$ cat src/design/stdf_pkg.sv
// Shared types and constants for the seven-tap derivative FIR.
package stdf_pkg;

    // Filter geometry and field widths
    localparam int TAPS         = 7;
    localparam int COEF_BITS    = 8;
    localparam int OUT_BITS     = 15;
    localparam int CFG_IDX_BITS = 4;
    localparam int CFG_DAT_BITS = 8;

    // Flush and warm-up counters
    localparam logic [1:0] FLUSH_STEPS = 2'd3;
    localparam logic [1:0] FLUSH_FINAL = 2'd1;
    localparam logic [1:0] WARM_FULL   = 2'd3;

    // Register map
    localparam logic [CFG_IDX_BITS-1:0] CFG_ORDER_SEL = 4'd7;

    typedef logic signed [COEF_BITS-1:0] t_coef;

    localparam t_coef COEF_RESET [TAPS] = '{
        8'sd0, -8'sd1, 8'sd8, 8'sd0, -8'sd8, 8'sd1, 8'sd0
    };
    localparam logic ORDER_SEL_RESET = 1'b1;

    // Per-step control broadcast to every tap cell
    typedef struct packed {
        logic shift;   // a step moves the delay line this cycle
        logic clear;   // final flush step: line clears after the step
    } t_cell_ctl;

endpackage

$ cat src/design/seven_tap_derivative_fir.sv
// Seven-tap derivative FIR: step sequencer, tap cell chain, adder and scaler.
// An accepted sample passes through the tap product, sum and output registers.
// Throughput: one sample per cycle unless stalled; a sample marked last adds flush
// steps, with o_in_ready low, while the flush counter drives zeros into the chain.
// Backpressure from i_out_ready stalls the chain only once all stages hold beats.
// Reset (synchronous, active low) clears delay line, counters, valids; loads config regs.
module seven_tap_derivative_fir
    import stdf_pkg::*;
#(
    parameter int SAMPLE_BITS = 8
) (
    input  logic                          i_clk,
    input  logic                          i_rst_n,
    // sample channel
    input  logic                          i_in_valid,
    output logic                          o_in_ready,
    input  logic signed [SAMPLE_BITS-1:0] i_sample,
    input  logic                          i_last_sample,
    // result channel
    output logic                          o_out_valid,
    input  logic                          i_out_ready,
    output logic signed [OUT_BITS-1:0]    o_filtered,
    output logic                          o_last_result,
    // configuration channel
    input  logic                          i_cfg_valid,
    output logic                          o_cfg_ready,
    input  logic [CFG_IDX_BITS-1:0]       i_cfg_index,
    input  logic [CFG_DAT_BITS-1:0]       i_cfg_data
);

    localparam int PW = SAMPLE_BITS + COEF_BITS;
    localparam int SW = PW + 3;
    localparam int QW = SW + 1;
    localparam logic signed [QW-1:0] Q_HI = QW'(2 ** (OUT_BITS - 1) - 1);
    localparam logic signed [QW-1:0] Q_LO = -Q_HI - QW'(1);

    // Configuration registers
    t_coef r_coef [TAPS];
    logic  r_order;

    assign o_cfg_ready = 1'b1;

    always_ff @(posedge i_clk) begin
        if (!i_rst_n) begin
            for (int i = 0; i < TAPS; i++) begin
                r_coef[i] <= COEF_RESET[i];
            end
            r_order <= ORDER_SEL_RESET;
        end else if (i_cfg_valid) begin
            if (i_cfg_index < CFG_IDX_BITS'(TAPS)) begin
                r_coef[i_cfg_index[2:0]] <= t_coef'(i_cfg_data);
            end else if (i_cfg_index == CFG_ORDER_SEL) begin
                r_order <= i_cfg_data[0];
            end
        end
    end

    // Pipeline flow control
    logic r_pv, r_plast;
    logic r_sv, r_slast;
    logic r_ov, r_olast;
    logic out_free, sum_free, prod_free;

    assign out_free  = !r_ov || i_out_ready;
    assign sum_free  = !r_sv || out_free;
    assign prod_free = !r_pv || sum_free;

    // Step sequencer: samples, then flush steps after a last sample
    logic [1:0] r_flush, n_flush;
    logic [1:0] r_warm, n_warm;
    logic       flushing, step_en, final_step, result_due;
    logic signed [SAMPLE_BITS-1:0] step_data;
    t_cell_ctl  cell_ctl;

    assign flushing   = (r_flush != 2'd0);
    assign o_in_ready = prod_free && !flushing;
    assign step_en    = prod_free && (flushing || i_in_valid);
    assign final_step = (r_flush == FLUSH_FINAL);
    assign result_due = (r_warm == WARM_FULL);
    assign step_data  = flushing ? '0 : i_sample;

    assign cell_ctl.shift = step_en;
    assign cell_ctl.clear = final_step;

    always_comb begin
        n_flush = r_flush;
        n_warm  = r_warm;
        if (step_en) begin
            if (flushing) begin
                n_flush = r_flush - 2'd1;
            end else if (i_last_sample) begin
                n_flush = FLUSH_STEPS;
            end
            if (final_step) begin
                n_warm = 2'd0;
            end else if (!result_due) begin
                n_warm = r_warm + 2'd1;
            end
        end
    end

    always_ff @(posedge i_clk) begin
        if (!i_rst_n) begin
            r_flush <= 2'd0;
            r_warm  <= 2'd0;
        end else begin
            r_flush <= n_flush;
            r_warm  <= n_warm;
        end
    end

    // Tap cell chain, newest sample at cell 0
    logic signed [SAMPLE_BITS-1:0] d_in   [TAPS];
    logic signed [SAMPLE_BITS-1:0] d_out  [TAPS];
    logic signed [PW-1:0]          prod   [TAPS];

    assign d_in[0] = step_data;

    for (genvar g = 0; g < TAPS; g++) begin : g_tap
        if (g > 0) begin : g_link
            assign d_in[g] = d_out[g-1];
        end
        stdf_tap_cell #(
            .SAMPLE_BITS(SAMPLE_BITS)
        ) u_cell (
            .i_clk  (i_clk),
            .i_rst_n(i_rst_n),
            .i_ctl  (cell_ctl),
            .i_d    (d_in[g]),
            .i_coef (r_coef[TAPS-1-g]),
            .o_d    (d_out[g]),
            .o_prod (prod[g])
        );
    end

    // Product stage tag
    always_ff @(posedge i_clk) begin
        if (!i_rst_n) begin
            r_pv    <= 1'b0;
            r_plast <= 1'b0;
        end else if (prod_free) begin
            r_pv    <= step_en && result_due;
            r_plast <= step_en && final_step;
        end
    end

    // Sum stage
    logic signed [SW-1:0] r_sum, n_sum;

    always_comb begin
        n_sum = '0;
        for (int i = 0; i < TAPS; i++) begin
            n_sum = n_sum + SW'(prod[i]);
        end
    end

    always_ff @(posedge i_clk) begin
        if (!i_rst_n) begin
            r_sv    <= 1'b0;
            r_slast <= 1'b0;
        end else if (sum_free) begin
            r_sv    <= r_pv;
            r_slast <= r_plast;
        end
    end

    always_ff @(posedge i_clk) begin
        if (sum_free) begin
            r_sum <= n_sum;
        end
    end

    // Signed shift that rounds toward zero
    function automatic logic signed [QW-1:0] shr_tz(input logic signed [SW-1:0] v,
                                                   input int unsigned k);
        logic signed [QW-1:0] w;
        logic signed [QW-1:0] bias;
        w    = QW'(v);
        bias = v[SW-1] ? ((QW'(1) <<< k) - QW'(1)) : '0;
        return (w + bias) >>> k;
    endfunction

    // Scale and saturate
    logic signed [QW-1:0]       q;
    logic signed [OUT_BITS-1:0] q_sat;

    always_comb begin
        q = shr_tz(r_sum, 6) + shr_tz(r_sum, 10);
        if (!r_order) begin
            q = q + shr_tz(r_sum, 4) + shr_tz(r_sum, 8);
        end
        if (q > Q_HI) begin
            q_sat = OUT_BITS'(Q_HI);
        end else if (q < Q_LO) begin
            q_sat = OUT_BITS'(Q_LO);
        end else begin
            q_sat = OUT_BITS'(q);
        end
    end

    // Output register
    logic signed [OUT_BITS-1:0] r_out;

    always_ff @(posedge i_clk) begin
        if (!i_rst_n) begin
            r_ov    <= 1'b0;
            r_olast <= 1'b0;
        end else if (out_free) begin
            r_ov    <= r_sv;
            r_olast <= r_slast;
        end
    end

    always_ff @(posedge i_clk) begin
        if (out_free && r_sv) begin
            r_out <= q_sat;
        end
    end

    assign o_out_valid   = r_ov;
    assign o_filtered    = r_out;
    assign o_last_result = r_ov && r_olast;

`ifndef ASSERT_OFF
    // no sample is taken while flush steps remain
    a_no_accept_in_flush: assert property (@(posedge i_clk) disable iff (!i_rst_n)
        flushing |-> !o_in_ready)
        else $error("sample accepted during flush");

    // a last sample arms the full flush sequence
    a_flush_armed: assert property (@(posedge i_clk) disable iff (!i_rst_n)
        (i_in_valid && o_in_ready && i_last_sample) |=> (r_flush == FLUSH_STEPS))
        else $error("flush not armed after last sample");

    // the final flush step always carries a result and clears the window
    a_final_has_result: assert property (@(posedge i_clk) disable iff (!i_rst_n)
        (step_en && final_step) |-> result_due)
        else $error("final flush step without result");

    a_final_clears: assert property (@(posedge i_clk) disable iff (!i_rst_n)
        (step_en && final_step) |=> (r_warm == 2'd0 && d_out[0] == '0
                                     && d_out[TAPS-1] == '0))
        else $error("window not cleared after flush");

    // a marked result never travels without a valid beat
    a_last_needs_valid: assert property (@(posedge i_clk) disable iff (!i_rst_n)
        (r_plast |-> r_pv) and (r_slast |-> r_sv))
        else $error("last mark on empty stage");
`endif

endmodule

$ cat src/design/stdf_tap_cell.sv
// One tap of the delay line: holds a sample, passes it on, registers its product.
module stdf_tap_cell
    import stdf_pkg::*;
#(
    parameter int SAMPLE_BITS = 8
) (
    input  logic                                    i_clk,
    input  logic                                    i_rst_n,
    input  t_cell_ctl                               i_ctl,
    input  logic signed [SAMPLE_BITS-1:0]           i_d,
    input  t_coef                                   i_coef,
    output logic signed [SAMPLE_BITS-1:0]           o_d,
    output logic signed [SAMPLE_BITS+COEF_BITS-1:0] o_prod
);

    localparam int PW = SAMPLE_BITS + COEF_BITS;

    logic signed [SAMPLE_BITS-1:0] r_d, n_d;
    logic signed [PW-1:0]          r_prod, n_prod;

    // Tap value: take the neighbor's sample on a step, zero on the final flush
    always_comb begin
        n_d = r_d;
        if (i_ctl.shift) begin
            n_d = i_ctl.clear ? '0 : i_d;
        end
    end

    // Product of the value that enters this tap on the step
    always_comb begin
        n_prod = r_prod;
        if (i_ctl.shift) begin
            n_prod = PW'(i_d) * PW'(i_coef);
        end
    end

    always_ff @(posedge i_clk) begin
        if (!i_rst_n) begin
            r_d <= '0;
        end else begin
            r_d <= n_d;
        end
    end

    always_ff @(posedge i_clk) begin
        r_prod <= n_prod;
    end

    assign o_d    = r_d;
    assign o_prod = r_prod;

endmodule

$ cat config.mk
export PLATFORM = sky130hd
export DESIGN_NAME = seven_tap_derivative_fir
export DESIGN_NICKNAME = d
export VERILOG_FILES = /design/src/design/stdf_pkg.sv /design/src/design/seven_tap_derivative_fir.sv /design/src/design/stdf_tap_cell.sv
export SDC_FILE = /design/constraint.sdc
export NUM_CORES = 2
export LEC_CHECK = 0
export BUFFER_PORTS_ARGS = -buffer_cell sky130_fd_sc_hd__buf_2
export CORE_MARGIN = 2
export CORE_UTILIZATION = 40
export DETAILED_ROUTE_END_ITERATION = 8
export PLACE_DENSITY = 0.6
export SLEW_MARGIN = 20
export SYNTH_ARGS = -nofsm -noshare
export SYNTH_HDL_FRONTEND = slang
export SYNTH_SLANG_ARGS = --single-unit
export TNS_END_PERCENT = 20
$ cat constraint.sdc
create_clock -name i_clk -period 10.44 [get_ports i_clk]
set_input_delay 1.566 -clock i_clk [delete_from_list [all_inputs] [get_ports i_clk]]
set_output_delay 1.566 -clock i_clk [all_outputs]
set_load 0.05 [all_outputs]
==> qor.txt <==
Die Footprint: 81,040 um2
post-CTS setup buffer count: 0
Post-layout nets: 3,933
post-synth cell types: 78
1st-iter DRT viols: 1,165
EDFF count, synth: 194
Worst EP required: 10.68 ns
die width: 284.7 um
htree depth: 2
number of I/O port buffers: 43
flop2flop setup slack: 3.08 ns
drt pass-1 iters: 5
root buf cell: clkbuf_16
Util after Layout: 0.4360
Inserted Diodes: 0
core area: 77,720 um2
Synthesized Nets: 3,938
Setup crit end kind: flop
Initial Util: 0.4055
Critical Path AT: 7.60 ns
crit path launch: r_sum[18]
largest net degree at the start of global routing: 88
hpwl dp: 57.36 mm
worst min path class: reg -> reg
most frequent cells after synthesis: inv_1 (604), fa_1 (485), nand2_1 (296)
Ys Warns: 0
Post-CTS Hold Fix Bufs: 0
area grow syn2layout: 7.532%
grt total ovfl: 0
Synth area leaders: fa_1 (31%), edfxtp_1 (18%), ha_1 (11%)
final setup fails: 0
Critical Path End: o_filtered[2]
worst skew pair latency: 0.55 ns
Final Max Tran Viols: 0
first-pass GRT wire length: 117.9 mm
Num Clock Sinks: 261
Synth top area share: 0.3081
row count: 102
Seq/Total Area, Yosys: 0.2274
hold path cells: 2
Fillers: 7,540
Multi-input gate area: 21,720 um2
# IOs: 45
number of global-route vias before repair: 21,579
Clock transition at path regs: 0.06 ns
max cap viols: 0
cell count after synthesis: 3,162
CTS buffer count: 34
startpoint class of the critical path: flop
minimum clock period after layout: 7.358 ns
max_slew headroom: 0.3142
outcome: finished clean
reg2reg path depth: 26
clk_skew: 0.02340 ns
final hold viol count: 0
per-cell routed wire length: 17.02 um
most common cell in the synthesized netlist: inv_1
CP Class: reg -> reg
Top FF cell, synth: edfxtp_1
CTS tree: done
number of synthesized register bits: 261
Worst Max-Slew Pin Slew: 1.026 ns
final wirelength: 71.84 mm
clock buffer depth: 3
post_cts resized: 0
RSZ-0062 raised after global routing: no
R2R Path End: o_filtered[2]
setup TNS: 0 ns
Fmax: 0.1359 GHz
Via Count: 20,641
Die Ht: 284.7 um
FF/Latch Area: 7167 um2
Synth area leader: fa_1
antenna viol nets, final: 0
Reg-to-Reg Start: r_sum[18]
gr usage total: 0.1858
share of cells above drive strength 1: 0.04620
Syn Area/Cell: 9.966 um2
mapped cell area: 31,510 um2
period utilization: 0.7048
antenna violations before repair: 0
gp weighted congestion: 0.8456
fraction of registers with async set/reset: 0
Vias per Instance: 4.889
crit path max fanout: 18
detailed-route DRC error count: 0
==> stage by stage <==
step                      cells  area (um2)  worst slack, ns  hold slack, ns
final                      4222       33890            3.082          0.4773
after CTS                  4222       33880            3.034          0.4796
after global routing       4222       33890            2.501          0.4901
after global placement     4161       32730            3.252          0.4622
after detailed placement   4161       32730            3.097          0.4669
after floorplan            3162       31510            4.212          0.4437
==> metal layers <==
layer | up-vias | part of all wire | global-route usage | wire (um)
met5 | - | 0 | 0 | 0
met2 | 363 | 0.48 | 0.3141 | 34450
met4 | 0 | 0.026 | 0.04974 | 1879
met3 | 98 | 0.039 | 0.02600 | 2783
met1 | 10251 | 0.46 | 0.2496 | 32730
li1 | 9929 | - | - | -
==> cells in the final DEF, fill, tap and decap left out, types with 5 or more instances in the layout <==
cell type	netlist	final
nor3_1	28	28
and3_1	46	46
or2_2	12	12
o211ai_1	10	10
and2_1	238	238
edfxtp_1	194	194
xnor2_1	148	148
a41oi_1	6	6
nor2_1	122	122
clkbuf_1	77	6
nand3b_1	26	26
fa_1	485	485
inv_1	604	604
nor2b_1	54	53
o21ai_0	51	51
a21o_1	18	18
nand2b_1	41	40
buf_4	2	7
o311ai_0	6	6
a211oi_1	6	6
mux2i_1	13	13
buf_2	3	43
xor2_1	41	41
o21a_1	19	19
ha_1	265	264
a21boi_0	33	33
dfxtp_1	67	67
or3_1	7	7
a21oi_2	5	5
nand2_1	296	295
nand3_1	51	51
clkbuf_16	0	35
a31oi_1	7	7
a21oi_1	105	105
==> worst max-delay path: stages, from the launching register on <==
cell       delay, ns
edfxtp_1        0.78
ha_1            0.35
a31o_2          0.19
a21o_1          0.20
a211oi_1        0.27
nor3b_1         0.09
o21a_1          0.20
o21a_1          0.25
nand2_1         0.11
xnor2_1         0.08
ha_1            0.38
nand3_1         0.11
o211ai_1        0.12
o41ai_1         0.57
nor2_1          0.14
o21ai_0         0.17
o31a_1          0.21
fa_1            0.43
ha_1            0.34
a21o_2          0.25
a21oi_2         0.17
a2bb2oi_1       0.24
o311ai_1        0.19
a21oi_2         0.22
xnor2_2         0.14
o31ai_1         0.65
a311oi_1        0.19
==> cells by family (layout without fill, tap and decap cells) <==
group                      count (synthesis)  in the layout  synth area share
and+or+nand+nor                          940            940            0.1528
adders and majority gates                750            750            0.4133
buffers and inverters                    697            717           0.08378
AOI/OAI and AO/OA                        308            308           0.06464
DFF                                      261            261            0.2274
xor gates and xnor gates                 190            190           0.05305
muxes                                     15             15          0.004844
other                                      1              1         0.0001190
==> worst min path at each step <==
stage	from	slack [ns]	to
5_1_grt	r_slast	0.49	r_slast
3_3_place_gp	r_pv	0.46	r_sv
2_1_floorplan	r_plast	0.44	r_plast
4_1_cts	r_slast	0.48	r_slast
3_5_place_dp	r_pv	0.47	r_sv
6_report	r_pv	0.48	r_sv
==> layout make-up <==
class	instances	area share
clock inverters	18	0.006609
repair buffers	50	0.007902
flip-flops and latches	261	0.2115
well taps	1040	0.03840
multi-input cells	2204	0.6410
inverters	606	0.06727
clock buffers	43	0.02732
==> registers in the layout (all words and copies together), names as in the netlist <==
name,flops
r_order,1
r_slast,1
r_sv,1
r_plast,1
r_coef,56
r_sum,19
o_out_valid,1
r_flush,2
g_tap.u_cell.o_d,48
o_filtered,15
r_olast,1
r_pv,1
r_warm,2
g_tap.u_cell.o_prod,112
Power is not shown: default switching activity piles up to over one toggle a cycle in this logic, so the estimate is an artifact.
